===== config.mk =====
export PLATFORM = sky130hd
export DESIGN_NAME = mau_store
export DESIGN_NICKNAME = d
export VERILOG_FILES = /design/src/hdl/mau_pkg.sv /design/src/hdl/mau_store.sv
export SDC_FILE = /design/constraint.sdc
export NUM_CORES = 2
export LEC_CHECK = 0
export BUFFER_PORTS_ARGS = -buffer_cell sky130_fd_sc_hd__buf_4
export CORE_UTILIZATION = 45
export DETAILED_ROUTE_END_ITERATION = 16
export SLEW_MARGIN = 20
export SYNTH_ARGS = -nofsm -noshare
export SYNTH_HDL_FRONTEND = slang
export SYNTH_SLANG_ARGS = --single-unit

===== constraint.sdc =====
create_clock -name clock -period 3.58 [get_ports clock]
set_input_delay 0.716 -clock clock [delete_from_list [all_inputs] [get_ports clock]]
set_output_delay 0.716 -clock clock [all_outputs]
set_load 0.02 [all_outputs]

===== src/hdl/mau_pkg.sv =====
// Shared types, codes and default sizes of the matrix arithmetic unit.
package mau_pkg;

   localparam int MAX_DIM_DEFAULT       = 8;
   localparam int ELEMENT_WIDTH_DEFAULT = 32;
   localparam int FIELD_WIDTH           = 32;
   localparam int INDEX_WIDTH           = 3;
   localparam int OP_WIDTH              = 3;
   localparam int CSR_INDEX_WIDTH       = 2;
   localparam int CSR_DATA_WIDTH        = 4;

   typedef enum logic [OP_WIDTH-1:0] {
      OP_LOAD_A    = 3'd0,
      OP_LOAD_B    = 3'd1,
      OP_ADD       = 3'd2,
      OP_SUBTRACT  = 3'd3,
      OP_MULTIPLY  = 3'd4,
      OP_TRANSPOSE = 3'd5,
      OP_COMPARE   = 3'd6
   } op_type;

   typedef enum logic [1:0] {
      MODE_ADD  = 2'd0,
      MODE_SUB  = 2'd1,
      MODE_MUL  = 2'd2,
      MODE_PASS = 2'd3
   } mode_type;

   typedef enum logic [CSR_INDEX_WIDTH-1:0] {
      CSR_ROWS_A = 2'd0,
      CSR_COLS_A = 2'd1,
      CSR_ROWS_B = 2'd2,
      CSR_COLS_B = 2'd3
   } csr_type;

   typedef struct packed {
      logic     valid;
      logic     first;
      logic     last;
      mode_type mode;
   } issue_type;

   typedef struct packed {
      logic                   valid;
      logic [INDEX_WIDTH-1:0] row;
      logic [INDEX_WIDTH-1:0] col;
      logic                   last;
      logic                   equal_flag;
      logic                   size_error;
      logic                   element;
   } emit_type;

endpackage


===== src/hdl/mau_store.sv =====
// Element memories for matrices A and B with registered read ports.
module mau_store import mau_pkg::*; #(
   parameter int MAX_DIM = MAX_DIM_DEFAULT,
   parameter int EW      = ELEMENT_WIDTH_DEFAULT
) (
   input  logic                 clock,
   input  logic                 we_a,
   input  logic                 we_b,
   input  logic [((MAX_DIM > 1) ? $clog2(MAX_DIM * MAX_DIM) : 1)-1:0] waddr,
   input  logic [EW-1:0]        wdata,
   input  logic [((MAX_DIM > 1) ? $clog2(MAX_DIM * MAX_DIM) : 1)-1:0] raddr_a,
   input  logic [((MAX_DIM > 1) ? $clog2(MAX_DIM * MAX_DIM) : 1)-1:0] raddr_b,
   output logic signed [EW-1:0] rdata_a,
   output logic signed [EW-1:0] rdata_b
);

   localparam int DEPTH = MAX_DIM * MAX_DIM;

   logic [EW-1:0] mem_a [DEPTH];
   logic [EW-1:0] mem_b [DEPTH];
   logic [EW-1:0] rdata_a_ff;
   logic [EW-1:0] rdata_b_ff;

   always_ff @(posedge clock) begin
      if (we_a) begin
         mem_a[waddr] <= wdata;
      end
      if (we_b) begin
         mem_b[waddr] <= wdata;
      end
      rdata_a_ff <= mem_a[raddr_a];
      rdata_b_ff <= mem_b[raddr_b];
   end

   assign rdata_a = signed'(rdata_a_ff);
   assign rdata_b = signed'(rdata_b_ff);

endmodule


Yosys cells after proc, flatten, opt, wreduce, memory -nomap -nowiden --
Memories as Yosys holds them, arrays and structs flattened. A register that Yosys moved wholly into a read port is not among the register bits. Cells that the tools add are included.
Cells by class: mux-type cells 4
Operator list (count):
- $mux 1 | 4
Storage, ports and cells: memories 2, bits of input ports 53, bits in registers 0, output and inout bits 64, word-level logic and storage cells 6, memory bits (writable) 4096
Memory list:
- mem_a | depth 64, bits a word 32, rd ports 1, clocked after memory_dff 1, write ports 1, line mau_store.sv:19 | logic [EW-1:0] mem_a [DEPTH];
- mem_b | depth 64, bits a word 32, rd ports 1, clocked after memory_dff 1, write ports 1, line mau_store.sv:20 | logic [EW-1:0] mem_b [DEPTH];

Depth between registers and ports, before layout --
depth after elaboration 2, mapped depth 9

Worst setup path after synthesis --
No wires, ideal clock.
path type in2reg, from input waddr[2] (netlist name), to memory mem_b[52][0] (netlist name), enable pin, data required time 3.159 ns, setup slack -0.013 ns, data arrival time 3.172 ns, cell stages on the path 6, cell sequence clkbuf_1 > or3b_2 > clkbuf_1 > inv_1 > nand2_1 > nor2_1
RTL lines:
- from (decl) | line mau_store.sv:9 | input logic [((MAX_DIM > 1) ? $clog2(MAX_DIM * MAX_DIM) : 1)-1:0] waddr,
- to (decl) | line mau_store.sv:20
No word-level cell before the write port.

==> results.py <==
metrics = {
    "job": {
        "max-cap-violations": 0,
    },
    "yosys": {
        "syn_inst": 6821,
        "yosysTopAreaCell": "edfxtp_1",
        "yosysWarnings": 0,
        "synth_nets": 6874,
        "synth_top_area_share": 0.778,
        "ys_async_sr_fraction": 0,
        "synth_area_leaders": "edfxtp_1, mux4_2, mux2i_1, dfxtp_1, a22oi_1",
        "ys_seq_area_frac": 0.787,
        "synth_flop_cell": "edfxtp_1",
        "synth_area_sq_um": 158000,
        "yosysUniqueCellTypes": 53,
        "synth_area_per_cell_sq_um": 23.2,
        "ys_ff_latch": 4160,
        "synth_enable_flop_cells": 4096,
    },
    "placed_design": {
        "place_ws_ps": -577,
        "place_area_sq_um": 170000,
        "post-dp-hpwl_mm": 240,
        "dp.cells": 11700,
        "port_buffers": 116,
        "finalWeightedCongestion": 0.802,
    },
    "route": {
        "num_vias": 76600,
        "first_pass_iters": 5,
        "detail_route.vias_per_cell": 6.12,
        "drt_wl_total_mm": 426,
        "drtIter0Drc": 9145,
        "antenna_left": 0,
        "post-route-drc-count": 0,
        "wire_per_inst_microns": 34.0,
    },
    "sta": {
        "relSlewSlack": 0.180,
        "finalCriticalPeriod_ps": 3500,
        "setup_slack_ps": 79.7,
        "skew_ps": 47.4,
        "drv_slew": 0,
        "tightest_slew_ps": 1220,
        "final.period_utilization": 0.978,
        "rsz0062_at_grt": "no",
        "finalSetupViolations": 0,
        "finalHoldViolCount": 0,
        "final.setup.tns_ps": 0,
        "max_freq_mhz": 286,
    },
    "clock_tree": {
        "clkSinkCount": 4160,
        "cts.repair.resized": 0,
        "post_cts_buffers": 0,
        "cts_tree": "yes",
        "clk_path_buf_depth": 4,
        "cts_inserted_buffers": 417,
        "clock_latency_ps": 970,
        "cts_max_level": 5,
        "clk_pin_slew_ps": 60,
        "postCtsHoldBufs": 0,
        "cts_root_buf": "clkbuf_16",
    },
    "critical_path": {
        "end_kind": "register",
        "r2r-end": "rdata_b[12]$_DFF_P_",
        "critical_path_class": "in2reg",
        "reg2reg_depth": 5,
        "cp_max_fo": 31,
        "cp-start-kind": "input port",
        "max_stage_delay_ps": 990,
        "r2r_slack_ps": 870,
        "crit_family": "simple AND/OR/NAND/NOR gates",
        "slowest_stage": "nor3_1",
        "crit_arrival_ps": 4380,
        "path_buf_inv": 3,
        "r2r_start": "mem_b[8][12]$_DFFE_PP_",
        "cp.required_ps": 4450,
        "path_cells": "buf_8 > buf_12 > and4bb_2 > buf_4 > a22oi_1 > nand4_1 > nor3_1 > o2bb2a_1",
    },
    "hold_path": {
        "hold_start": "wdata[15]",
        "hold_path_class": "in2reg",
        "holdPathEnd": "mem_a[22][15]$_DFFE_PP_",
        "holdPathStages": 1,
    },
    "global_route": {
        "grt_pass1_vias": 76900,
        "grt_max_degree": 129,
        "grt_use_met3": 0.0379,
        "track_usage": 0.239,
        "grt_pass1_wl_mm": 597,
        "grt.overflow.total": 0,
        "antenna_found_initial": 25,
        "met1_usage": 0.346,
        "grt-busiest-layer": "met2",
        "grt_util_met2": 0.383,
    },
    "cells_and_area": {
        "drive_gt1_frac": 0.316,
        "postLayoutCellArea_sq_um": 184000,
        "final_common_cell": "edfxtp_1",
        "final_core_util": 0.526,
        "final_cell_mix": "edfxtp_1, mux4_2, buf_4, clkbuf_16, mux2i_1",
        "fin_nets": 7593,
        "syn_to_final_growth_pct": 16.3,
        "final_cells": 12500,
    },
    "floorplanning": {
        "die_y_microns": 595,
        "coreArea_sq_um": 349000,
        "die_width_microns": 595,
        "fp-row-count": 217,
        "die-area_sq_um": 353000,
        "start_util": 0.452,
        "boundaryPins": 117,
    },
    "power": {
        "cellPowerDensity_nw_per_um2": 559,
        "ir_drop_mv": 0.403,
        "leakagePower_nw": 58.2,
    },
    "outcome": {
        "status": "completed",
    },
}
routing by layer:
layer  part of all wire  up-vias
met5           0.000068        -
met4              0.026        6
met3              0.083      528
met2               0.48     3439
met1               0.41    42000
li1                   -    30600
per-stage QoR:
stage               hold slack (ps)  power (mW)
finish                          139         103
global route                    106         105
CTS                            77.6         103
detailed placement              808        60.9
global placement                791        60.8
floorplan                       745        57.8
how the worst max path moves through the flow:
stage	slack, ps	endpoint	startpoint	depth (start not counted)
3_5_place_dp	-580	rdata_b[12]$_DFF_P_	raddr_b[0]	8
3_3_place_gp	-590	rdata_b[22]$_DFF_P_	raddr_b[0]	8
6_report	80	rdata_b[12]$_DFF_P_	raddr_b[0]	8
5_1_grt	210	rdata_b[12]$_DFF_P_	raddr_b[0]	8
4_1_cts	430	rdata_b[12]$_DFF_P_	raddr_b[0]	8
2_1_floorplan	-10	mem_b[52][0]$_DFFE_PP_	waddr[2]	6
layout make-up:
| class | instances | area (sq um) |
|---|---|---|
| fill | 26300 | 166000 |
| sequential | 4160 | 124000 |
| multi-input combinational | 2270 | 32800 |
| clock buffer | 524 | 11100 |
| timing repair buffer | 676 | 7510 |
| tap | 4599 | 5750 |
| clock inverter | 239 | 2260 |
| inverter | 15 | 56.3 |
| antenna | 19 | 47.5 |
cell families (layout without fill, tap and decap cells):
group,after synthesis,after routing,share of synthesized area
AOI/OAI and AO/OA,378,378,0.0175
and+or+nand+nor,500,500,0.0143
buffers and inverters,391,1454,0.0123
other,0,19,0
muxes,1392,1392,0.169
DFF,4160,4160,0.787
registers in the layout, summed over array words and instances (netlist names):
register,count
rdata_b,32
mem_b,2048
mem_a,2048
rdata_a,32
cells in the mapped netlist, types with 13 or more instances:
master	n
edfxtp_1	4096
nand2_1	192
buf_2	133
buf_6	13
a32oi_1	18
mux2_2	51
o22ai_1	62
nor2b_1	37
a21oi_1	42
mux4_2	1019
a211oi_1	27
nor3_1	23
nand4_1	25
nand3_1	25
buf_1	30
dfxtp_1	64
buf_4	58
mux2i_1	322
inv_1	15
a22oi_1	121
o211ai_1	52
nor2_1	158
o2bb2a_1	19
clkbuf_1	142
power by group:
group	total, mW	switching (mW)	leakage, nW	internal (mW)
Sequential	54.1	0.230	37.4	53.9
Combinational	5.72	3.55	14.3	2.18
Clock	42.9	18.3	6.51	24.6
Note: power is estimated with default switching activity, not from simulation.
