### config.mk
export PLATFORM = sky130hd
export DESIGN_NAME = mau_mac
export DESIGN_NICKNAME = d
export VERILOG_FILES = /design/src/hdl/mau_pkg.sv /design/src/hdl/mau_mac.sv
export SDC_FILE = /design/constraint.sdc
export NUM_CORES = 2
export LEC_CHECK = 0
export ABC_AREA = 0
export BUFFER_PORTS_ARGS = -buffer_cell sky130_fd_sc_hd__buf_2
export CAP_MARGIN = 20
export CORE_MARGIN = 1.5
export CORE_UTILIZATION = 32
export DETAILED_ROUTE_END_ITERATION = 10
export SYNTH_ARGS = -nofsm -noshare
export SYNTH_HDL_FRONTEND = slang
export SYNTH_SLANG_ARGS = --single-unit
### constraint.sdc
create_clock -name clock -period 23.7 [get_ports clock]
set_clock_uncertainty 0.05 [all_clocks]
set_input_delay 1.185 -clock clock [delete_from_list [all_inputs] [get_ports clock]]
set_output_delay 1.185 -clock clock [all_outputs]
set_load 0.01 [all_outputs]
### src/hdl/mau_pkg.sv
// Shared types, codes and default sizes of the matrix arithmetic unit.
package mau_pkg;

   localparam int MAX_DIM_DEFAULT       = 8;
   localparam int ELEMENT_WIDTH_DEFAULT = 32;
   localparam int FIELD_WIDTH           = 32;
   localparam int INDEX_WIDTH           = 3;
   localparam int OP_WIDTH              = 3;
   localparam int CSR_INDEX_WIDTH       = 2;
   localparam int CSR_DATA_WIDTH        = 4;

   typedef enum logic [OP_WIDTH-1:0] {
      OP_LOAD_A    = 3'd0,
      OP_LOAD_B    = 3'd1,
      OP_ADD       = 3'd2,
      OP_SUBTRACT  = 3'd3,
      OP_MULTIPLY  = 3'd4,
      OP_TRANSPOSE = 3'd5,
      OP_COMPARE   = 3'd6
   } op_type;

   typedef enum logic [1:0] {
      MODE_ADD  = 2'd0,
      MODE_SUB  = 2'd1,
      MODE_MUL  = 2'd2,
      MODE_PASS = 2'd3
   } mode_type;

   typedef enum logic [CSR_INDEX_WIDTH-1:0] {
      CSR_ROWS_A = 2'd0,
      CSR_COLS_A = 2'd1,
      CSR_ROWS_B = 2'd2,
      CSR_COLS_B = 2'd3
   } csr_type;

   typedef struct packed {
      logic     valid;
      logic     first;
      logic     last;
      mode_type mode;
   } issue_type;

   typedef struct packed {
      logic                   valid;
      logic [INDEX_WIDTH-1:0] row;
      logic [INDEX_WIDTH-1:0] col;
      logic                   last;
      logic                   equal_flag;
      logic                   size_error;
      logic                   element;
   } emit_type;

endpackage

### src/hdl/mau_mac.sv
// Shared pipelined multiply, add, subtract and accumulate unit with output saturation.
module mau_mac import mau_pkg::*; #(
   parameter int EW = ELEMENT_WIDTH_DEFAULT
) (
   input  logic                 clock,
   input  logic                 reset,
   input  issue_type            issue,
   input  logic signed [EW-1:0] rdata_a,
   input  logic signed [EW-1:0] rdata_b,
   output logic                 done,
   output logic                 acc_zero,
   output logic signed [EW-1:0] sat_value
);

   localparam int ACC_W = 2 * EW + 5;
   localparam logic signed [ACC_W-1:0] VMAX = (ACC_W'(1) << (EW - 1)) - ACC_W'(1);
   localparam logic signed [ACC_W-1:0] VMIN = -VMAX - ACC_W'(1);
   localparam logic signed [ACC_W-1:0] ROUND_BIAS = ACC_W'(32768);

   issue_type s1_ff, s1_in;
   issue_type s2_ff, s2_in;
   issue_type s3_ff, s3_in;
   logic      done_ff, done_in;

   logic signed [ACC_W-1:0]  term_ff, term_in;
   logic signed [ACC_W-1:0]  rterm_ff, rterm_in;
   logic signed [ACC_W-1:0]  acc_ff, acc_in;
   logic signed [ACC_W-1:0]  a_ext;
   logic signed [ACC_W-1:0]  b_ext;
   logic signed [2*EW-1:0]   prod;

   always_comb begin
      s1_in   = issue;
      s2_in   = s1_ff;
      s3_in   = s2_ff;
      done_in = s3_ff.valid && s3_ff.last;

      a_ext = ACC_W'(rdata_a);
      b_ext = ACC_W'(rdata_b);
      prod  = rdata_a * rdata_b;

      case (s1_ff.mode)
         MODE_ADD: begin
            term_in = a_ext + b_ext;
         end
         MODE_SUB: begin
            term_in = a_ext - b_ext;
         end
         MODE_MUL: begin
            term_in = ACC_W'(prod);
         end
         default: begin
            term_in = a_ext;
         end
      endcase

      if (s2_ff.mode == MODE_MUL) begin
         rterm_in = (term_ff + ROUND_BIAS) >>> 16;
      end else begin
         rterm_in = term_ff;
      end

      acc_in = acc_ff;
      if (s3_ff.valid) begin
         if (s3_ff.first) begin
            acc_in = rterm_ff;
         end else begin
            acc_in = acc_ff + rterm_ff;
         end
      end
   end

   always_ff @(posedge clock) begin
      if (reset) begin
         s1_ff   <= '0;
         s2_ff   <= '0;
         s3_ff   <= '0;
         done_ff <= 1'b0;
      end else begin
         s1_ff   <= s1_in;
         s2_ff   <= s2_in;
         s3_ff   <= s3_in;
         done_ff <= done_in;
      end
   end

   always_ff @(posedge clock) begin
      term_ff  <= term_in;
      rterm_ff <= rterm_in;
      acc_ff   <= acc_in;
   end

   always_comb begin
      if (acc_ff > VMAX) begin
         sat_value = VMAX[EW-1:0];
      end else if (acc_ff < VMIN) begin
         sat_value = VMIN[EW-1:0];
      end else begin
         sat_value = acc_ff[EW-1:0];
      end
   end

   assign done     = done_ff;
   assign acc_zero = (acc_ff == '0);

endmodule

**Word-level counts from Yosys, hierarchy flattened**

Cells that the tools add are included.

- Add/sub/neg operators: 4
- Multipliers: 1
- $lt $le $gt $ge: 2
- Equality and inequality tests: 3
- Mux-type cells: 5
- Reductions and logical operators: 3

Operators with widths:

| cell | count |
|---|---|
| case mux 69 bit (3 select lines) | 1 |
| 2-to-1 mux 69 bit | 2 |
| adder 69 x 17 -> 69 bit (second input constant) | 1 |
| adder 69 bit | 1 |
| greater-than comparator 69 x 32 -> 1 bit (second input constant) | 1 |
| logical NOT 69 bit | 1 |
| < comparator 69 x 32 -> 1 bit (second input constant) | 1 |
| multiplier 32 x 32 -> 64 bit | 1 |
| 2-to-1 mux 32 bit | 2 |
| adder 32 x 32 -> 33 bit | 1 |
| subtractor 32 x 32 -> 33 bit | 1 |
| equality test 2 bit (second input constant) | 2 |
| equality test 2 x 1 -> 1 bit (second input constant) | 1 |
| logical NOT 2 bit | 1 |
| logical AND 1 bit | 1 |

- Flip-flop bits (word level): 221
- Input bits: 71
- Output and inout bits: 34
- Logic and storage cells: 33

**Logic depth before layout (Yosys ltp)**

- Depth in word-level cells: 3
- Mapped depth: 30
- Mapped depth without buffers: 28

**Worst setup path after synthesis**

No wires, ideal clock.

- Path type: input-to-reg
- Start: in rdata_a[31]
- End: reg term_ff[67]
- Setup time: 120 ps
- Data arrival time: 8,767 ps
- Required time: 23,530 ps
- Setup slack: 14,763 ps
- Cell stages on the path: 28
- Buffers on the path: 2
- Cells stage by stage: clkbuf_1 -> clkbuf_1 -> nand2_1 -> inv_1 -> fa_1 -> fa_1 -> fa_1 -> fa_1 -> inv_1 -> fa_1 -> inv_1 -> fa_1 -> inv_1 -> fa_1 -> inv_1 -> fa_1 -> ha_1 -> nand2_1 -> nand2_1 -> a21o_1 -> a21o_1 -> a21o_1 -> a21o_1 -> or3b_2 -> a31oi_1 -> o31ai_1 -> xnor2_1 -> o21ai_1

- Word-level cells in the longest chain between the ends: 2
- Elaborated cells on any way between the ends: 4
- Those cells by class: add/sub: 2; mul: 1; mux: 1

RTL lines:

| what | line | text |
|---|---|---|
| start, declared | mau_mac.sv:8 | `input logic signed [EW-1:0] rdata_a,` |
| multiplier 32 x 32 -> 64 bit (tied with other cells) | mau_mac.sv:40 | `prod = rdata_a * rdata_b;` |
| case mux 69 bit (3 select lines) * | mau_mac.sv:42 | `case (s1_ff.mode)` |
| end signal, assigned | mau_mac.sv:88 | `term_ff <= term_in;` |
| end, declared | mau_mac.sv:25 | `logic signed [ACC_W-1:0] term_ff, term_in;` |

Mark *: on every way between the ends. The rest lies on a longest branch, timed or not.
A chain may end at the register's enable or synchronous reset.

**Final worst setup path**

- Start: in rdata_a[17]
- End: reg term_ff[67]

Same word-level chain as after synthesis.

==> flow_metrics.tcl <==
set metrics [dict create \
    rsz0062_at_grt "false" \
    critical_path_class "in2reg" \
    hold_viol 0 \
    initial_core_util 0.322 \
    ios 105 \
    htree_levels 1 \
    synth_nets 7230 \
    wire_per_inst_um 20.4 \
    ant_nets 0 \
    cp_data_required_time_ns 24.03 \
    finalCritPeriodShare 0.410 \
    layout_common_cells "1085 x fa_1, 1067 x inv_1, 807 x nand2_1, 472 x and2_1, 318 x ha_1" \
    fin_setup_tns_ns 0 \
    fmax_ghz 0.103 \
    vias 39526 \
    clockBufferDepth 3 \
    synthTopCellsByArea "fa_1 42%, inv_1 7.8%, ha_1 7.7%, nand2_1 5.9%, and2_1 5.7%" \
    hold_path.class "reg2reg" \
    coreArea_mm2 0.160 \
    area_delta_synth_final_pct 6.51 \
    finalCriticalPeriod_ns 9.73 \
    crit_fanout 34 \
    num-nets-final 7110 \
    seq_area_frac_synth 0.0953 \
    dieWidth_um 404 \
    syn_area_per_cell_um2 8.95 \
    clkTransAtPathRegs_ns 0.06 \
    grt_use_total 0.197 \
    hold_buffers 0 \
    antenna_found_initial 14 \
    drv_slew 0 \
    ys_ff_latch 211 \
    cp-start-kind "input port" \
    cts_resized 0 \
    drtPass1Iterations 6 \
    status "finished clean" \
    dp_hpwl_mm 123 \
    cts.sinks 211 \
    viasPerCell 5.06 \
    yosys_warnings 0 \
    rows 147 \
    syn_area_mm2 0.0515 \
    fillers 16491 \
    cts_buffers 24 \
    synth_top_area_share 0.421 \
    die-area_mm2 0.163 \
    setup_viol 0 \
    tightest_slew_ns 1.18 \
    ys_types 100 \
    drc 0 \
    drv_cap 0 \
    grt_first_pass_wirelength_mm 250 \
    root_buffer "clkbuf_16" \
    synth_edf_count 69 \
    first_iter_violations 3074 \
    end_kind "register" \
    synthCells 5756 \
    globalRoute.totalOverflow 0 \
    drive_gt1_frac 0.0478 \
    grt_pass1_vias 42007 \
    gp_congestion 0.964 \
    async_flop_share 0 \
    final_common_cell "fa_1" \
    insertion_delay_ns 0.53 \
    synth-main-ff-cell "dfxtp_1" \
    io_buffer_count 104 \
    synth_top_cell_by_area "fa_1" \
    relSlewSlack 0.216 \
    cts_setup_buffers 0 \
    finalWirelength_mm 160 \
    fin_util 0.343 \
    grt_max_degree 114 \
    die_h_um 404 \
    cp.arrival_ns 10.05 \
    tritoncts "done" \
]
## cells in the mapped netlist (all sizes together) (31+ instances only)
cell type  count
nor2         176
xor2         104
edfxtp        69
inv         1067
o21ai        262
and3          35
nand4         43
a21oi        198
fa          1085
nor3          34
clkbuf       274
nand3         62
ha           318
o21bai        31
dfxtp        142
a21o          79
nand2        808
and2         474
xnor2        118
## layer usage
layer / GRT usage / share of wire / vias to the layer above
met4: 0.0359 / 0.019 / 14
met2: 0.326 / 0.46 / 1425
met3: 0.0275 / 0.075 / 213
met1: 0.275 / 0.44 / 20374
met5: 0 / 0.00051 / -
li1: - / - / 17500
## worst max-delay path, cell delays in order
cell	delay, ns
buf_2	0.82
ha_1	0.57
inv_1	0.13
fa_1	0.53
fa_1	0.54
inv_1	0.05
fa_1	0.51
fa_1	0.46
fa_1	0.51
fa_1	0.46
fa_1	0.44
fa_1	0.50
ha_1	0.47
and3_1	0.30
nand2_1	0.11
nor2_1	0.11
nand4_1	0.16
a2111oi_1	0.84
o21ai_1	0.27
o21ai_2	0.35
a31oi_1	0.14
o31ai_1	0.32
xnor2_1	0.18
o21ai_1	0.07
## final cells by class
class,count,area [um2],area share
Antenna cell,4,10.0,0.000182
Clock buffer,26,618,0.0113
Clock inverter,18,277,0.00504
Inverter,1071,4020,0.0732
Multi-Input combinational cell,4175,41500,0.755
Sequential cell,211,4920,0.0896
Tap cell,2160,2700,0.0492
Timing Repair Buffer,153,888,0.0162
## state kept, by name (all words and copies together) (netlist names)
| signal | count |
|---|---|
| s2_ff | 5 |
| done | 1 |
| term_ff | 64 |
| acc_ff | 69 |
| s1_ff | 5 |
| s3_ff | 3 |
| rterm_ff | 64 |
## path summary, 6_finish.rpt
kind,startpoint,endpoint,slack [ns],cells past startpoint
max reg2reg,rterm_ff[0],acc_ff[68],19.51,14
min reg2reg,s3_ff[2],done,0.37,2
max,rdata_a[17],term_ff[67],13.97,24
min,s3_ff[2],done,0.37,2
## per-stage QoR
step | area [um2] | std cells | hold slack (ns) | setup slack [ns]
2_1_floorplan | 51500 | 5756 | 0.345 | 14.76
5_1_grt | 54900 | 7815 | 0.393 | 13.71
4_1_cts | 54900 | 7814 | 0.372 | 14.09
3_5_place_dp | 54000 | 7770 | 0.364 | 13.54
6_report | 54900 | 7818 | 0.370 | 13.97
3_3_place_gp | 54000 | 7770 | 0.351 | 13.58
## cell families after synthesis
family,count (synthesis),synth area share
AOI/OAI and AO/OA,767,0.0941
and+or+nand+nor,1751,0.164
adders and majority gates,1403,0.499
xor gates and xnor gates,222,0.0377
DFF,211,0.0953
buffers and inverters,1370,0.101
muxes,32,0.00954
Power is left out: the tool's default activity adds up to more than one toggle a clock period on the data nets, which glitch-free logic cannot reach.
