## src/hdl/mau_pkg.sv

```systemverilog
// Shared types, codes and default sizes of the matrix arithmetic unit.
package mau_pkg;

   localparam int MAX_DIM_DEFAULT       = 8;
   localparam int ELEMENT_WIDTH_DEFAULT = 32;
   localparam int FIELD_WIDTH           = 32;
   localparam int INDEX_WIDTH           = 3;
   localparam int OP_WIDTH              = 3;
   localparam int CSR_INDEX_WIDTH       = 2;
   localparam int CSR_DATA_WIDTH        = 4;

   typedef enum logic [OP_WIDTH-1:0] {
      OP_LOAD_A    = 3'd0,
      OP_LOAD_B    = 3'd1,
      OP_ADD       = 3'd2,
      OP_SUBTRACT  = 3'd3,
      OP_MULTIPLY  = 3'd4,
      OP_TRANSPOSE = 3'd5,
      OP_COMPARE   = 3'd6
   } op_type;

   typedef enum logic [1:0] {
      MODE_ADD  = 2'd0,
      MODE_SUB  = 2'd1,
      MODE_MUL  = 2'd2,
      MODE_PASS = 2'd3
   } mode_type;

   typedef enum logic [CSR_INDEX_WIDTH-1:0] {
      CSR_ROWS_A = 2'd0,
      CSR_COLS_A = 2'd1,
      CSR_ROWS_B = 2'd2,
      CSR_COLS_B = 2'd3
   } csr_type;

   typedef struct packed {
      logic     valid;
      logic     first;
      logic     last;
      mode_type mode;
   } issue_type;

   typedef struct packed {
      logic                   valid;
      logic [INDEX_WIDTH-1:0] row;
      logic [INDEX_WIDTH-1:0] col;
      logic                   last;
      logic                   equal_flag;
      logic                   size_error;
      logic                   element;
   } emit_type;

endpackage

```

## src/hdl/mau_seq.sv

```systemverilog
// Sequencer that walks result elements and inner terms and holds the size registers.
module mau_seq import mau_pkg::*; #(
   parameter int MAX_DIM = MAX_DIM_DEFAULT
) (
   input  logic                       clock,
   input  logic                       reset,
   input  logic                       req_valid,
   output logic                       req_ready,
   input  logic [OP_WIDTH-1:0]        req_operation,
   input  logic [INDEX_WIDTH-1:0]     req_row,
   input  logic [INDEX_WIDTH-1:0]     req_col,
   input  logic                       csr_valid,
   input  logic [CSR_INDEX_WIDTH-1:0] csr_index,
   input  logic [CSR_DATA_WIDTH-1:0]  csr_data,
   input  logic                       out_free,
   input  logic                       mac_done,
   input  logic                       acc_zero,
   output logic                       we_a,
   output logic                       we_b,
   output logic [((MAX_DIM > 1) ? $clog2(MAX_DIM * MAX_DIM) : 1)-1:0] waddr,
   output logic [((MAX_DIM > 1) ? $clog2(MAX_DIM * MAX_DIM) : 1)-1:0] raddr_a,
   output logic [((MAX_DIM > 1) ? $clog2(MAX_DIM * MAX_DIM) : 1)-1:0] raddr_b,
   output issue_type                  issue,
   output emit_type                   emit
);

   localparam int AW = (MAX_DIM > 1) ? $clog2(MAX_DIM * MAX_DIM) : 1;
   localparam int IW = (MAX_DIM > 1) ? $clog2(MAX_DIM) : 1;
   localparam int DW = $clog2(MAX_DIM + 1);

   typedef enum logic [3:0] {
      S_IDLE  = 4'b0001,
      S_ISSUE = 4'b0010,
      S_WAIT  = 4'b0100,
      S_EMIT  = 4'b1000
   } state_type;

   typedef enum logic [1:0] {
      KIND_ELEM = 2'd0,
      KIND_ERR  = 2'd1,
      KIND_CMP  = 2'd2
   } kind_type;

   state_type                 state_ff, state_in;
   kind_type                  kind_ff, kind_in;
   op_type                    op_ff, op_in;
   logic [IW-1:0]             i_ff, i_in;
   logic [IW-1:0]             j_ff, j_in;
   logic [IW-1:0]             t_ff, t_in;
   logic [DW-1:0]             ni_ff, ni_in;
   logic [DW-1:0]             nj_ff, nj_in;
   logic [DW-1:0]             nk_ff, nk_in;
   logic                      eq_ff, eq_in;
   logic [CSR_DATA_WIDTH-1:0] rows_a_ff, rows_a_in;
   logic [CSR_DATA_WIDTH-1:0] cols_a_ff, cols_a_in;
   logic [CSR_DATA_WIDTH-1:0] rows_b_ff, rows_b_in;
   logic [CSR_DATA_WIDTH-1:0] cols_b_ff, cols_b_in;

   logic [DW-1:0] ra, ca, rb, cb;
   logic          i_last, j_last, t_last;
   logic          accept;
   logic          in_range;
   logic          same_size;
   mode_type      mode;

   function automatic logic [DW-1:0] dim_of(input logic [CSR_DATA_WIDTH-1:0] r);
      if (r == '0) begin
         return DW'(1);
      end else if (int'(r) > MAX_DIM) begin
         return DW'(MAX_DIM);
      end else begin
         return DW'(r);
      end
   endfunction

   function automatic logic [AW-1:0] addr_of(input logic [IW-1:0] row,
                                             input logic [IW-1:0] col);
      return AW'(int'(row) * MAX_DIM + int'(col));
   endfunction

   assign ra        = dim_of(rows_a_ff);
   assign ca        = dim_of(cols_a_ff);
   assign rb        = dim_of(rows_b_ff);
   assign cb        = dim_of(cols_b_ff);
   assign same_size = (ra == rb) && (ca == cb);
   assign i_last    = (DW'(i_ff) + DW'(1)) == ni_ff;
   assign j_last    = (DW'(j_ff) + DW'(1)) == nj_ff;
   assign t_last    = (DW'(t_ff) + DW'(1)) == nk_ff;
   assign req_ready = (state_ff == S_IDLE);
   assign accept    = req_valid && req_ready;
   assign in_range  = (int'(req_row) < MAX_DIM) && (int'(req_col) < MAX_DIM);
   assign waddr     = AW'(int'(req_row) * MAX_DIM + int'(req_col));

   always_comb begin
      case (op_ff)
         OP_ADD: begin
            mode = MODE_ADD;
         end
         OP_SUBTRACT, OP_COMPARE: begin
            mode = MODE_SUB;
         end
         OP_MULTIPLY: begin
            mode = MODE_MUL;
         end
         default: begin
            mode = MODE_PASS;
         end
      endcase

      case (op_ff)
         OP_MULTIPLY: begin
            raddr_a = addr_of(i_ff, t_ff);
            raddr_b = addr_of(t_ff, j_ff);
         end
         OP_TRANSPOSE: begin
            raddr_a = addr_of(j_ff, i_ff);
            raddr_b = addr_of(j_ff, i_ff);
         end
         default: begin
            raddr_a = addr_of(i_ff, j_ff);
            raddr_b = addr_of(i_ff, j_ff);
         end
      endcase
   end

   always_comb begin
      state_in  = state_ff;
      kind_in   = kind_ff;
      op_in     = op_ff;
      i_in      = i_ff;
      j_in      = j_ff;
      t_in      = t_ff;
      ni_in     = ni_ff;
      nj_in     = nj_ff;
      nk_in     = nk_ff;
      eq_in     = eq_ff;
      rows_a_in = rows_a_ff;
      cols_a_in = cols_a_ff;
      rows_b_in = rows_b_ff;
      cols_b_in = cols_b_ff;
      we_a      = 1'b0;
      we_b      = 1'b0;
      issue     = '0;
      emit      = '0;

      if (csr_valid) begin
         case (csr_type'(csr_index))
            CSR_ROWS_A: begin
               rows_a_in = csr_data;
            end
            CSR_COLS_A: begin
               cols_a_in = csr_data;
            end
            CSR_ROWS_B: begin
               rows_b_in = csr_data;
            end
            CSR_COLS_B: begin
               cols_b_in = csr_data;
            end
            default: begin
            end
         endcase
      end

      case (state_ff)
         S_IDLE: begin
            if (accept) begin
               op_in   = op_type'(req_operation);
               kind_in = KIND_ELEM;
               i_in    = '0;
               j_in    = '0;
               t_in    = '0;
               nk_in   = DW'(1);
               case (op_type'(req_operation))
                  OP_LOAD_A: begin
                     we_a = in_range;
                  end
                  OP_LOAD_B: begin
                     we_b = in_range;
                  end
                  OP_ADD, OP_SUBTRACT: begin
                     ni_in = ra;
                     nj_in = ca;
                     if (same_size) begin
                        state_in = S_ISSUE;
                     end else begin
                        kind_in  = KIND_ERR;
                        state_in = S_EMIT;
                     end
                  end
                  OP_MULTIPLY: begin
                     ni_in = ra;
                     nj_in = cb;
                     nk_in = rb;
                     if (ca == rb) begin
                        state_in = S_ISSUE;
                     end else begin
                        kind_in  = KIND_ERR;
                        state_in = S_EMIT;
                     end
                  end
                  OP_TRANSPOSE: begin
                     ni_in    = ca;
                     nj_in    = ra;
                     state_in = S_ISSUE;
                  end
                  OP_COMPARE: begin
                     ni_in = ra;
                     nj_in = ca;
                     eq_in = same_size;
                     if (same_size) begin
                        state_in = S_ISSUE;
                     end else begin
                        kind_in  = KIND_CMP;
                        state_in = S_EMIT;
                     end
                  end
                  default: begin
                  end
               endcase
            end
         end
         S_ISSUE: begin
            issue.valid = 1'b1;
            issue.first = (t_ff == '0);
            issue.last  = t_last;
            issue.mode  = mode;
            if (t_last) begin
               t_in     = '0;
               state_in = S_WAIT;
            end else begin
               t_in = t_ff + IW'(1);
            end
         end
         S_WAIT: begin
            if (mac_done) begin
               if (op_ff == OP_COMPARE) begin
                  eq_in = eq_ff && acc_zero;
                  if (i_last && j_last) begin
                     kind_in  = KIND_CMP;
                     state_in = S_EMIT;
                  end else begin
                     state_in = S_ISSUE;
                     if (j_last) begin
                        j_in = '0;
                        i_in = i_ff + IW'(1);
                     end else begin
                        j_in = j_ff + IW'(1);
                     end
                  end
               end else begin
                  state_in = S_EMIT;
               end
            end
         end
         S_EMIT: begin
            if (out_free) begin
               emit.valid      = 1'b1;
               emit.element    = (kind_ff == KIND_ELEM);
               emit.size_error = (kind_ff == KIND_ERR);
               emit.equal_flag = (kind_ff == KIND_CMP) && eq_ff;
               if (kind_ff == KIND_ELEM) begin
                  emit.row  = INDEX_WIDTH'(i_ff);
                  emit.col  = INDEX_WIDTH'(j_ff);
                  emit.last = i_last && j_last;
               end else begin
                  emit.last = 1'b1;
               end
               if ((kind_ff == KIND_ELEM) && !(i_last && j_last)) begin
                  state_in = S_ISSUE;
                  if (j_last) begin
                     j_in = '0;
                     i_in = i_ff + IW'(1);
                  end else begin
                     j_in = j_ff + IW'(1);
                  end
               end else begin
                  state_in = S_IDLE;
               end
            end
         end
         default: begin
            state_in = S_IDLE;
         end
      endcase
   end

   always_ff @(posedge clock) begin
      if (reset) begin
         state_ff  <= S_IDLE;
         kind_ff   <= KIND_ELEM;
         op_ff     <= OP_LOAD_A;
         i_ff      <= '0;
         j_ff      <= '0;
         t_ff      <= '0;
         ni_ff     <= DW'(1);
         nj_ff     <= DW'(1);
         nk_ff     <= DW'(1);
         eq_ff     <= 1'b0;
         rows_a_ff <= CSR_DATA_WIDTH'(1);
         cols_a_ff <= CSR_DATA_WIDTH'(1);
         rows_b_ff <= CSR_DATA_WIDTH'(1);
         cols_b_ff <= CSR_DATA_WIDTH'(1);
      end else begin
         state_ff  <= state_in;
         kind_ff   <= kind_in;
         op_ff     <= op_in;
         i_ff      <= i_in;
         j_ff      <= j_in;
         t_ff      <= t_in;
         ni_ff     <= ni_in;
         nj_ff     <= nj_in;
         nk_ff     <= nk_in;
         eq_ff     <= eq_in;
         rows_a_ff <= rows_a_in;
         cols_a_ff <= cols_a_in;
         rows_b_ff <= rows_b_in;
         cols_b_ff <= cols_b_in;
      end
   end

endmodule

```

## config.mk

```make
export PLATFORM = sky130hd
export DESIGN_NAME = mau_seq
export DESIGN_NICKNAME = d
export VERILOG_FILES = /design/src/hdl/mau_pkg.sv /design/src/hdl/mau_seq.sv
export SDC_FILE = /design/constraint.sdc
export NUM_CORES = 1
export LEC_CHECK = 0
export BUFFER_PORTS_ARGS = -buffer_cell sky130_fd_sc_hd__buf_4
export CORE_MARGIN = 2
export CORE_UTILIZATION = 45
export CTS_BUF_LIST = sky130_fd_sc_hd__clkbuf_16
export CTS_CLUSTER_DIAMETER = 50
export DETAILED_ROUTE_END_ITERATION = 10
export PLACE_DENSITY = 0.69
export SKIP_LAST_GASP = 1
export SYNTH_ARGS = -nofsm -noshare
export SYNTH_HDL_FRONTEND = slang
export SYNTH_SLANG_ARGS = --single-unit
```

## constraint.sdc

```tcl
create_clock -name clock -period 2.2 [get_ports clock]
set_input_delay 0.44 -clock clock [delete_from_list [all_inputs] [get_ports clock]]
set_output_delay 0.44 -clock clock [all_outputs]
set_load 0.02 [all_outputs]
```

Word level (Yosys, flattened, before mapping)
Index checks and enable logic that the tools add are counted.

Add/sub/neg operators: 11. $lt $le $gt $ge: 4. Equality and inequality tests: 36. Multiplexer cells: 67. Reduce and logical (&&, ||, !) cells: 36.

Operators by type and width (count): $mux 4 (17); $mux 3 (14); $add 6x3->6 (5); $eq 4x4->1 (6); $pmux 4 s3 (2); $pmux 6 s2 (2); $mux 11 (2); $eq 3x3->1 const B (6); $pmux 3 s3 (2); $gt 4x4->1 const B (4); $logic_not 4->1 (4); $pmux 4 s4 (1); $reduce_and 5->1 (3); $ne 2x2->1 const B (7); $mux 1 (13); $add 3x1->4 const B (3); $eq 3x2->1 const B (4); $mux 2 (6); $pmux 2 s3 (2); $reduce_and 2->1 (6); $add 3x1->3 const B (3); $pmux 4 s2 (1); $reduce_and 7->1 (1); $eq 2x2->1 const B (3); 23 further kinds (37).

Register bits: 47. Word-level logic and storage cells: 168.

Depth between registers and ports, before layout
Gate-level depths: netlist (run 1).

Depth in word-level cells: 9. Mapped depth: 8.

Least setup slack after synthesis (run 1)
Ideal clock, no wire load.

Kind: reg2out. Start point: register state_ff[2]. End point: output we_b. Data arrival time: 2.090 ns. Required time: 1.760 ns. Path slack: -0.330 ns. Stages on the path, launching flop included: 6. Buffers on the path: 2. Path through: dfxtp_1 -> buf_2 -> nor4b_4 -> nand2_2 -> clkbuf_1 -> nor4b_1.

Cells in the longest elaborated chain, start to end: 4.

RTL lines: start, declared (RTL line mau_seq.sv:44) `state_type state_ff, state_in;`; start signal, assigned (RTL line mau_seq.sv:305) `state_ff <= state_in;`; $eq 4x1->1 * (RTL line mau_seq.sv:89) `assign req_ready = (state_ff == S_IDLE);`; via req_ready (RTL line mau_seq.sv:8) `output logic req_ready,`; $logic_and 1x1->1 (RTL line mau_seq.sv:90) `assign accept = req_valid && req_ready;`; $mux 1 (RTL line mau_seq.sv:167) `if (accept) begin`; $mux 1 * (RTL line mau_seq.sv:165) `case (state_ff)`; end, declared (RTL line mau_seq.sv:19) `output logic we_b,`.

The timed path passes the listed nets; every way through them passes the cells marked *.

==> out/summary.txt, run 1 <==
=========================================================================================
Layout Nets                                                                           492
Worst Slack Setup Final                                                       -0.05785 ns
Most instantiated flip-flop cell in the synthesis netlist                    sky130_fd_sc_hd__dfxtp_1
Quantity of hold-fixing buffers added after cts                                         0
Post-synthesis cell count                                                             421
Synthesis warning total                                                                 0
Final Cycle Share                                                                   1.026
Category of the worst setup path launch point                                        flop
Cells traversed along the worst timing path                                  ha_4 -> xor2_1 -> or3_1 -> a22oi_2 -> and3_4 -> buf_6
Total power                                                                    0.003038 W
Leakage Power                                                                    1.691 nW
All-Layer GR Usage                                                                 0.2246
Placer congestion estimate                                                         0.9171
# H-tree levels                                                                         2
NetSw                                                                          0.001138 W
Congestion Overflow GR                                                                  0
Register-to-register path setup slack                                                0 ns
Clk pwr share                                                                       0.232
Largest net degree at the start of global routing                                      23
Classification of the worst setup path                                         reg -> out
Count of cell types in the netlist                                                     66
Type of the most critical hold path                                             in -> reg
Average via count per standard cell                                                 5.726
Maximum clock skew at final layout                                            0.005532 ns
Later-pin clock latency in the skew report                                        0.28 ns
Total via count after detailed routing                                               3235
Family with the most delay on the worst path                                 simple AND/OR/NAND/NOR gates
Syn Std Cell Area                                                                3272 um2
Result of the run                                                            finished, violations left
Total of endpoints with negative setup slack in the final report                        3
Post-synthesis register bit count                                                      47
Number of endpoints with negative hold slack in the final report                        0
Post-Synthesis Net Count                                                              447
Internal power                                                                 0.001899 W
Worst-Margin Slew                                                               0.5787 ns
Final critical path time including I/O delays and setup                          2.258 ns
Floorplan die width                                                              89.27 um
Count of boundary I/O pins                                                             59
Total Wirelength                                                                  8696 um
Area growth from synthesis to layout                                               23.75%
Number of rows created at floorplan                                                    31
Post-detail-place hpwl                                                            6466 um
Starting DRC count in detailed routing                                                231
TritonCTS Buffers                                                                       5
Ant. Diodes                                                                             0
Count of unresolved DRC violations after routing                                        0
First-pass GRT wire length                                                       14080 um
Synthesized area divided by synthesized cell count                              7.772 um2
Highest cell delay on the worst timing path                                       0.36 ns
Core area                                                                        7137 um2
Num Clock Sinks                                                                        47
EDFF count, synth                                                                       0
Final design utilization                                                           0.5673
Total negative setup slack                                                    -0.09401 ns
Overall die height                                                               89.27 um
Register area share after synthesis                                                0.2876
CTS tree                                                                              yes
Share of final-layout standard cells stronger than drive strength 1                0.2597
Number of inserted filler cells in the final layout                                   685
Effective utilization at floorplan                                                 0.4585
Die outline area                                                                 7969 um2
Number of I/O port buffers                                                             46
Peak supply drop                                                                0.4165 mV
RSZ-0062 raised after global routing                                                  yes
Worst Setup Slack post-DPL                                                     0.08682 ns
Critical path peak fanout                                                               4
Pwr per Cell Area                                                            750.3 nW/um2
Number of max-slew violations in the final report                                       0
Worst max-slew margin expressed relative to the limit                              0.6132
Number of max-capacitance violations reported                                           0
Power share of the combinational group                                              0.422
Proportion of register bits with asynchronous set or reset after synthesis              0
Highest Clock Rate                                                             0.4429 GHz
Highest-delay cell along the critical path                                   sky130_fd_sc_hd__dfxtp_4
Root Driver                                                                  sky130_fd_sc_hd__clkbuf_16
Detailed Routing Iterations Pass 1                                                      5
Violations in the final reports                                              setup timing
Avg WL per Cell                                                                  15.39 um
Post-route cell area                                                             4049 um2
Data required time at the worst endpoint                                          1.76 ns
Number of antenna violations at the first check in global routing                       0
Worst path arrival time                                                           1.82 ns
Number of buffer and inverter stages on the critical path                               1
Sw frac                                                                            0.3748
Kind of end point of the critical path                                       primary output
Register share of total power                                                       0.347
Post-route ant nets                                                                     0
Clock-pin slew on the worst setup and hold paths                                  0.06 ns
Post-Place Cell Area                                                             3722 um2
Vias in the first global route                                                       2970
Maximum buffer depth of the clock tree                                                  2
=========================================================================================
Yosys cell counts, types with 4 or more instances:
cell | instances | area share
sky130_fd_sc_hd__or4_1 | 5 | 0.011
sky130_fd_sc_hd__o22ai_1 | 5 | 0.0096
sky130_fd_sc_hd__a211oi_1 | 8 | 0.018
sky130_fd_sc_hd__nor2b_1 | 9 | 0.017
sky130_fd_sc_hd__nand3b_1 | 8 | 0.018
sky130_fd_sc_hd__nand3_1 | 9 | 0.014
sky130_fd_sc_hd__inv_1 | 15 | 0.017
sky130_fd_sc_hd__dfxtp_1 | 47 | 0.29
sky130_fd_sc_hd__nor2_1 | 43 | 0.049
sky130_fd_sc_hd__mux2_2 | 5 | 0.017
sky130_fd_sc_hd__nor3_1 | 13 | 0.020
sky130_fd_sc_hd__a311oi_1 | 4 | 0.011
sky130_fd_sc_hd__or3_1 | 5 | 0.0096
sky130_fd_sc_hd__nand2_1 | 43 | 0.049
sky130_fd_sc_hd__a22oi_1 | 4 | 0.0092
sky130_fd_sc_hd__clkbuf_1 | 17 | 0.020
sky130_fd_sc_hd__a21oi_1 | 32 | 0.049
sky130_fd_sc_hd__nor3b_1 | 6 | 0.014
sky130_fd_sc_hd__ha_1 | 4 | 0.015
sky130_fd_sc_hd__xor2_1 | 8 | 0.021
sky130_fd_sc_hd__o21ai_0 | 16 | 0.024
sky130_fd_sc_hd__buf_4 | 6 | 0.014
sky130_fd_sc_hd__o31a_1 | 4 | 0.011
sky130_fd_sc_hd__and2_1 | 8 | 0.015
sky130_fd_sc_hd__xnor2_1 | 6 | 0.016
sky130_fd_sc_hd__mux2i_1 | 19 | 0.058
sky130_fd_sc_hd__o211ai_1 | 6 | 0.014
sky130_fd_sc_hd__nand2b_1 | 8 | 0.015
sky130_fd_sc_hd__a31oi_1 | 5 | 0.0096
per-layer routing:
metal,vias up,GRT usage,part of all wire
met5,-,0,0
met1,1528,0.2811,0.44
met3,12,0.03416,0.045
met2,94,0.3946,0.51
li1,1601,-,-
met4,0,0.07327,0.012
flip-flops by register name (all words and copies together) (netlist names), 4 cells and up:
signal	flops
nj_ff	4
rows_a_ff	4
cols_b_ff	4
state_ff	4
ni_ff	4
rows_b_ff	4
nk_ff	4
cols_a_ff	4
layout make-up:
cell class	count	area, um2	share of cell area
multi-input cells	328	2262	0.5587
flip-flops and latches	47	950.9	0.2349
repair buffers	69	521.8	0.1289
clock buffers	5	125.1	0.03090
well taps	99	123.9	0.03059
inverters	15	56.30	0.01391
clock inverters	2	8.758	0.002163
kinds of logic after synthesis:
group / synth area share
xor gates and xnor gates: 0.03748
adders and majority gates: 0.01530
and+or+nand+nor: 0.2704
muxes: 0.07877
DFF: 0.2876
buffers and inverters: 0.06347
AOI/OAI and AO/OA: 0.2470
metrics by stage:
| stage | std cells | hold slack, ns |
|---|---|---|
| global route | 565 | 0.4335 |
| floorplan | 421 | 0.4317 |
| global placement | 550 | 0.4518 |
| finish | 565 | 0.4079 |
| detailed placement | 550 | 0.4616 |
| CTS | 561 | 0.4087 |
power groups by stage:
| stage | Sequential, W | Combinational (W) | Clock, W |
|---|---|---|---|
| 3_5_place_dp | 0.00106 | 0.00115 | 0 |
| 6_report | 0.00105 | 0.00128 | 0.000703 |
| 5_1_grt | 0.00107 | 0.00140 | 0.000758 |
| 3_3_place_gp | 0.00106 | 0.00114 | 0 |
| 4_1_cts | 0.00105 | 0.00122 | 0.000722 |
| 2_1_floorplan | 0.00102 | 0.000857 | 0 |
final timing paths:
kind / start / endpoint / depth (start not counted)
worst max-delay path: t_ff[1]$_SDFFE_PP0P_ / issue[2] / 6
worst min-delay path: csr_data[0] / cols_a_ff[0]$_SDFFE_PP1P_ / 3
worst max register to register: j_ff[1]$_SDFFE_PP0P_ / state_ff[0]$_SDFFE_PP1P_ / 8
worst min register to register: rows_a_ff[0]$_SDFFE_PP1P_ / rows_a_ff[0]$_SDFFE_PP1P_ / 2
cells in the final DEF, fill, tap and decap left out, types with 11 or more instances in the layout:
cell type,synthesis,final
sky130_fd_sc_hd__buf_4,6,68
sky130_fd_sc_hd__nand2_1,43,42
sky130_fd_sc_hd__a21oi_1,32,31
sky130_fd_sc_hd__o21ai_0,16,16
sky130_fd_sc_hd__nor3_1,13,11
sky130_fd_sc_hd__inv_1,15,15
sky130_fd_sc_hd__dfxtp_1,47,41
sky130_fd_sc_hd__nor2_1,43,42
sky130_fd_sc_hd__mux2i_1,19,19
tightest hold or removal path: stages:
cell and delay, ns:
sky130_fd_sc_hd__buf_4 0.10, sky130_fd_sc_hd__mux2i_1 0.06, sky130_fd_sc_hd__nand2_1 0.06
repair_timing:
item,in CTS,in global routing
resized for setup,16,12
endpoints found under the setup margin,10,19
pin swaps,5,3
buffers inserted,4,4
(Power assumes the default switching activity.)
==> run 2: changes to the inputs <==
--- a/config.mk
+++ b/config.mk
@@ -11,6 +11,7 @@
 export CTS_BUF_LIST = sky130_fd_sc_hd__clkbuf_16
 export CTS_CLUSTER_DIAMETER = 50
 export DETAILED_ROUTE_END_ITERATION = 10
+export MAX_ROUTING_LAYER = met4
 export PLACE_DENSITY = 0.69
 export SKIP_LAST_GASP = 1
 export SYNTH_ARGS = -nofsm -noshare
==> run 2 against run 1 <==
Compared with the run above: via count is essentially flat; combinational power is essentially flat; wire length fell by 0.64%; maximum frequency is essentially flat; flip-flop and latch count did not move; cell count stayed put; register-to-register slack about the same; the run still ends with setup timing left; count of clock-buffer cells in the layout unchanged; die area is the same; clock skew fell by 0.00063 ns.
==> out/summary.txt, run 2 (synthesis results as in run 1) <==
==================================================================================
Total via count after detailed routing                                        3233   -0.062%
Kind of end point of the critical path                                primary output
Critical path peak fanout                                                        4   unchanged
Classification of the worst setup path                                  reg -> out
Later-pin clock latency in the skew report                                 0.28 ns   about the same
Category of the worst setup path launch point                                 flop
Post-Place Cell Area                                                      3722 um2   unchanged
Maximum clock skew at final layout                                     0.004903 ns   -0.0006283 ns
Final critical path time including I/O delays and setup                   2.257 ns   -0.0005366 ns
Die outline area                                                          7969 um2   unchanged
# H-tree levels                                                                  2   unchanged
First-pass GRT wire length                                                14080 um   about the same
Quantity of hold-fixing buffers added after cts                                  0   unchanged
Data required time at the worst endpoint                                   1.76 ns   about the same
Post-detail-place hpwl                                                     6466 um   unchanged
Highest Clock Rate                                                      0.4430 GHz   about the same
Violations in the final reports                                       setup timing
Core area                                                                 7137 um2   unchanged
Share of final-layout standard cells stronger than drive strength 1         0.2597   unchanged
Detailed Routing Iterations Pass 1                                               5   unchanged
Cells on worst reg2reg path                                                      8   unchanged
TritonCTS Buffers                                                                5   unchanged
Total Wirelength                                                           8640 um   -0.64%
Peak supply drop                                                         0.4156 mV   -0.23%
Starting DRC count in detailed routing                                         202   -13%
Post-route cell area                                                      4049 um2   unchanged
Number of I/O port buffers                                                      46   unchanged
Total negative setup slack                                             -0.09281 ns   +0.001203 ns
Post-route ant nets                                                              0   unchanged
Area growth from synthesis to layout                                        23.75%   unchanged
Worst-Margin Slew                                                        0.5698 ns   -0.008921 ns
Number of endpoints with negative hold slack in the final report                 0   unchanged
Avg WL per Cell                                                           15.29 um   -0.64%
Largest net degree at the start of global routing                               23   unchanged
Effective utilization at floorplan                                          0.4585   unchanged
Overall die height                                                        89.27 um   unchanged
Count of cells along the worst hold path                                         3   unchanged
Final Cycle Share                                                            1.026   about the same
Commonest non-fill, non-tap cell in the layout                        sky130_fd_sc_hd__buf_4
Maximum buffer depth of the clock tree                                           2   unchanged
Congestion Overflow GR                                                           0   unchanged
Result of the run                                                     finished, violations left
Root Driver                                                           sky130_fd_sc_hd__clkbuf_16
Floorplan die width                                                       89.27 um   unchanged
Layout Nets                                                                    492   unchanged
Pwr per Cell Area                                                     751.5 nW/um2   +0.17%
RSZ-0062 raised after global routing                                           yes
Type of the most critical hold path                                      in -> reg
Vias in the first global route                                                2968   -0.067%
Count of unresolved DRC violations after routing                                 0   unchanged
Final design utilization                                                    0.5673   unchanged
Worst hold slack after final layout                                      0.4064 ns   -0.001592 ns
Number of max-capacitance violations reported                                    0   unchanged
Num Clock Sinks                                                                 47   unchanged
Top library cells by usage in the layout, fill and taps aside         sky130_fd_sc_hd__buf_4 (68), sky130_fd_sc_hd__nor2_1 (42), sky130_fd_sc_hd__nand2_1 (42)
Count of boundary I/O pins                                                      59   unchanged
Number of antenna violations at the first check in global routing                0   unchanged
Worst path arrival time                                                    1.82 ns   about the same
Number of rows created at floorplan                                             31   unchanged
Worst max-slew margin expressed relative to the limit                       0.6201   +0.006956
Leakage Power                                                             1.691 nW   unchanged
Average via count per standard cell                                          5.722   about the same
Number of max-slew violations in the final report                                0   unchanged
Total of endpoints with negative setup slack in the final report                 2   -1
CTS tree                                                                       yes
Clock-pin slew on the worst setup and hold paths                           0.06 ns   about the same
Ant. Diodes                                                                      0   unchanged
Worst Slack Setup Final                                                -0.05731 ns   +0.0005366 ns
Placer congestion estimate                                                  0.9332   +1.8%
All-Layer GR Usage                                                          0.2318   +0.007212
==================================================================================
run 2: cell type report:
type	instances	area, um2
inverters	15	56.30
multi-input cells	328	2262
fillers	685	3088
repair buffers	69	521.8
flip-flops and latches	47	950.9
clock inverters	2	8.758
clock buffers	5	125.1
well taps	99	123.9
run 2: what timing repair did:
item	4_1_cts	5_1_grt
endpoints found under the setup margin	10	19
setup buffers	4	4
resized for setup	16	12
pin swaps	5	3
run 2: path summary, 6_finish.rpt:
check,start,end,slack [ns]
setup / recovery,t_ff[1]$_SDFFE_PP0P_,issue[2],-0.06
hold reg to reg,rows_a_ff[0]$_SDFFE_PP1P_,rows_a_ff[0]$_SDFFE_PP1P_,0.47
hold / removal,csr_data[0],cols_a_ff[0]$_SDFFE_PP1P_,0.41
setup reg to reg,j_ff[1]$_SDFFE_PP0P_,state_ff[0]$_SDFFE_PP1P_,0
run 2: power breakdown:
group          internal (W)  switching (W)  leakage (nW)  total, W
clock              0.000408       0.000296        0.0671  0.000704
combinational      0.000558       0.000727          1.24   0.00128
sequential         0.000933       0.000121         0.385   0.00105
total               0.00190        0.00114          1.69   0.00304
run 2: per-layer routing:
| layer | global-route usage | vias up | wire length (um) |
|---|---|---|---|
| li1 | - | 1600 | - |
| met1 | 0.2805 | 1522 | 3677 |
| met2 | 0.3946 | 97 | 4411 |
| met3 | 0.04247 | 14 | 448 |
| met4 | 0.06513 | 0 | 102 |
| met5 | - | - | 0 |
run 2: per-stage QoR:
stage | worst slack (ns) | total power [W] | cells
6_report | -0.05731 | 0.003043 | 565
5_1_grt | -0.1278 | 0.003230 | 565
4_1_cts | -0.02257 | 0.002994 | 561
3_5_place_dp | 0.08682 | 0.002215 | 550
3_3_place_gp | 0.1391 | 0.002197 | 550
2_1_floorplan | -0.06926 | 0.001874 | 421
run 2: critical path: stages (launching register included):
cell	delay, ns
sky130_fd_sc_hd__dfxtp_4	0.36
sky130_fd_sc_hd__ha_4	0.16
sky130_fd_sc_hd__xor2_1	0.14
sky130_fd_sc_hd__or3_1	0.32
sky130_fd_sc_hd__a22oi_2	0.22
sky130_fd_sc_hd__and3_4	0.22
sky130_fd_sc_hd__buf_6	0.11
==> run 3: changes to the inputs <==
--- a/config.mk
+++ b/config.mk
@@ -7,12 +7,12 @@
 export LEC_CHECK = 0
 export BUFFER_PORTS_ARGS = -buffer_cell sky130_fd_sc_hd__buf_4
 export CORE_MARGIN = 2
-export CORE_UTILIZATION = 45
+export CORE_UTILIZATION = 56
 export CTS_BUF_LIST = sky130_fd_sc_hd__clkbuf_16
 export CTS_CLUSTER_DIAMETER = 50
 export DETAILED_ROUTE_END_ITERATION = 10
 export MAX_ROUTING_LAYER = met4
-export PLACE_DENSITY = 0.69
+export PLACE_DENSITY = 0.8
 export SKIP_LAST_GASP = 1
 export SYNTH_ARGS = -nofsm -noshare
 export SYNTH_HDL_FRONTEND = slang
==> constraint.sdc (replaced) <==
create_clock -name clock -period 2.8 [get_ports clock]
set_input_delay 0.56 -clock clock [delete_from_list [all_inputs] [get_ports clock]]
set_output_delay 0.56 -clock clock [all_outputs]
set_load 0.02 [all_outputs]
==> run 3 against run 2 <==
Compared with the run above: the run now ends clean; cell count fell by 8.0%; non-clock buffer count fell by 19; sequential share of layout area rose by 1.6 points; utilization rose by 11 points; worst setup slack improved by 0.17 ns; register-to-register slack improved by 0.52 ns; final area fell by 7.2%; total power fell by 22%; critical path depth rose by 1; combinational power fell by 32%; die area fell by 19%; wire length fell by 3.7%.
==> out/summary.txt, run 3 (synthesis results as in run 1) <==
==================================================================================
Worst path arrival time                                                    2.13 ns   +0.31 ns
Worst hold slack after final layout                                      0.4625 ns   +0.05614 ns
Detailed Routing Iterations Pass 1                                               5   unchanged
First-pass GRT wire length                                                13700 um   -2.7%
Total of endpoints with negative setup slack in the final report                 0   -2
Kind of end point of the critical path                                primary output
Commonest non-fill, non-tap cell in the layout                        sky130_fd_sc_hd__buf_4
# H-tree levels                                                                  2   unchanged
Largest net degree at the start of global routing                               41   +78%
Post-detail-place hpwl                                                     6223 um   -3.8%
Result of the run                                                        completed
Final critical path time including I/O delays and setup                   2.687 ns
Avg WL per Cell                                                           16.01 um   +4.7%
Post-Place Cell Area                                                      3571 um2   -4.1%
Sequential cell area                                                     943.4 um2   -0.79%
TritonCTS Buffers                                                                5   unchanged
Root Driver                                                           sky130_fd_sc_hd__clkbuf_16
Highest cell delay on the worst timing path                                0.37 ns   about the same
Category of the worst setup path launch point                                 flop
Placer congestion estimate                                                  0.9631   +3.2%
Num Clock Sinks                                                                 47   unchanged
Congestion Overflow GR                                                           0   unchanged
RSZ-0062 raised after global routing                                            no
Number of max-capacitance violations reported                                    0   unchanged
Quantity of hold-fixing buffers added after cts                                  0   unchanged
Area growth from synthesis to layout                                        14.84%
Data required time at the worst endpoint                                   2.24 ns   +0.48 ns
Maximum clock skew at final layout                                     0.006521 ns   +0.001618 ns
Number of rows created at floorplan                                             27   -13%
Worst Slack Setup Final                                                  0.1129 ns   +0.1702 ns
Highest Clock Rate                                                      0.3721 GHz
Layout Nets                                                                    473   -3.9%
Share of final-layout standard cells stronger than drive strength 1         0.1830   -0.07662
Worst max-slew margin expressed relative to the limit                       0.4857   -0.1345
Later-pin clock latency in the skew report                                 0.29 ns   about the same
Ant. Diodes                                                                      0   unchanged
Worst-Margin Slew                                                        0.7698 ns   +0.2000 ns
Number of max-slew violations in the final report                                0   unchanged
Final Cycle Share                                                           0.9597
Cells traversed along the worst timing path                           ha_1 -> xor2_1 -> and3_1 -> o221a_2 -> a21oi_1 -> nor2_1 -> buf_4
Average via count per standard cell                                          6.085   +6.3%
Peak supply drop                                                         0.3816 mV   -8.2%
Total via count after detailed routing                                        3164   -2.1%
Top library cells by usage in the layout, fill and taps aside         sky130_fd_sc_hd__buf_4 (50), sky130_fd_sc_hd__dfxtp_1 (45), sky130_fd_sc_hd__nor2_1 (43), sky130_fd_sc_hd__nand2_1 (43), sky130_fd_sc_hd__a21oi_1 (32)
Overall die height                                                        80.44 um   -9.9%
Post-route cell area                                                      3757 um2   -7.2%
Starting DRC count in detailed routing                                         230   +14%
CTS tree                                                                       yes
Count of unresolved DRC violations after routing                                 0   unchanged
Clock-pin slew on the worst setup and hold paths                           0.07 ns   about the same
Maximum buffer depth of the clock tree                                           2   unchanged
Floorplan die width                                                       80.44 um   -9.9%
Critical path peak fanout                                                        7   +3
Core area                                                                 5574 um2   -22%
Worst Setup Slack post-DPL                                               0.4160 ns   +0.3292 ns
Highest-delay cell along the critical path                            sky130_fd_sc_hd__dfxtp_1
Post-route ant nets                                                              0   unchanged
Total negative setup slack                                                    0 ns   +0.09281 ns
Vias in the first global route                                                2906   -2.1%
Leakage Power                                                             1.598 nW   -5.5%
Number of endpoints with negative hold slack in the final report                 0   unchanged
Total power                                                             0.002367 W   -22%
Area used by multi-input combinational logic                              2123 um2   -6.1%
Type of the most critical hold path                                     reg -> reg
Die outline area                                                          6470 um2   -19%
All-Layer GR Usage                                                          0.2750   +0.04316
Count of boundary I/O pins                                                      59   unchanged
Number of antenna violations at the first check in global routing                0   unchanged
Classification of the worst setup path                                  reg -> out
Number of inserted filler cells in the final layout                            491   -28%
Number of I/O port buffers                                                      46   unchanged
Effective utilization at floorplan                                          0.5870   +0.1285
Total Wirelength                                                           8324 um   -3.7%
Pwr per Cell Area                                                     630.0 nW/um2   -16%
==================================================================================
[run 3: worst max-delay path: cells and delay by family (launching register included)]
kind / cells / cell delay [ns]
fa+ha+maj: 1 / 0.26
buf+inv: 1 / 0.16
xor+xnor: 1 / 0.16
simple gates: 2 / 0.28
compound gates: 2 / 0.62
flops: 1 / 0.37
[run 3: through the flow]
stage,util,cells
2_1_floorplan,-,421
3_3_place_gp,0.6406,510
3_5_place_dp,0.6406,510
4_1_cts,0.6709,518
5_1_grt,0.6741,520
6_report,0.6741,520
[run 3: power breakdown]
part           internal, W  total [W]  switching, W
clock network     0.000421   0.000675      0.000254
logic             0.000356   0.000871      0.000515
registers         0.000731   0.000822     0.0000906
[run 3: what timing repair did]
action                                  4_1_cts  5_1_grt
endpoints found under the setup margin        0        2
buffers inserted                              0        2
gates resized for setup                       0        2
[run 3: worst paths after layout]
| kind | slack (ns) | to | from | cells after the start |
|---|---|---|---|---|
| worst max-delay path | 0.11 | emit[3] | j_ff[0]$_SDFFE_PP0P_ | 7 |
| worst min-delay path | 0.46 | rows_a_ff[0]$_SDFFE_PP1P_ | rows_a_ff[0]$_SDFFE_PP1P_ | 2 |
| worst max register to register | 0.52 | i_ff[0]$_SDFFE_PP0P_ | i_ff[1]$_SDFFE_PP0P_ | 8 |
| worst min register to register | 0.46 | rows_a_ff[0]$_SDFFE_PP1P_ | rows_a_ff[0]$_SDFFE_PP1P_ | 2 |
[run 3: routing by layer]
metal	vias up	part of all wire	GRT usage
met2	96	0.49	0.4525
met5	-	0	-
li1	1560	-	-
met4	0	0.028	0.1102
met1	1488	0.45	0.3449
met3	20	0.040	0.03146
[run 3: area by class of cell]
type / count / area share
clock buffer: 5 / 0.03330
clock inverter: 3 / 0.01166
inverter: 15 / 0.01499
multi-input combinational: 328 / 0.5651
timing repair buffer: 50 / 0.09990
tap: 72 / 0.02398
sequential: 47 / 0.2511
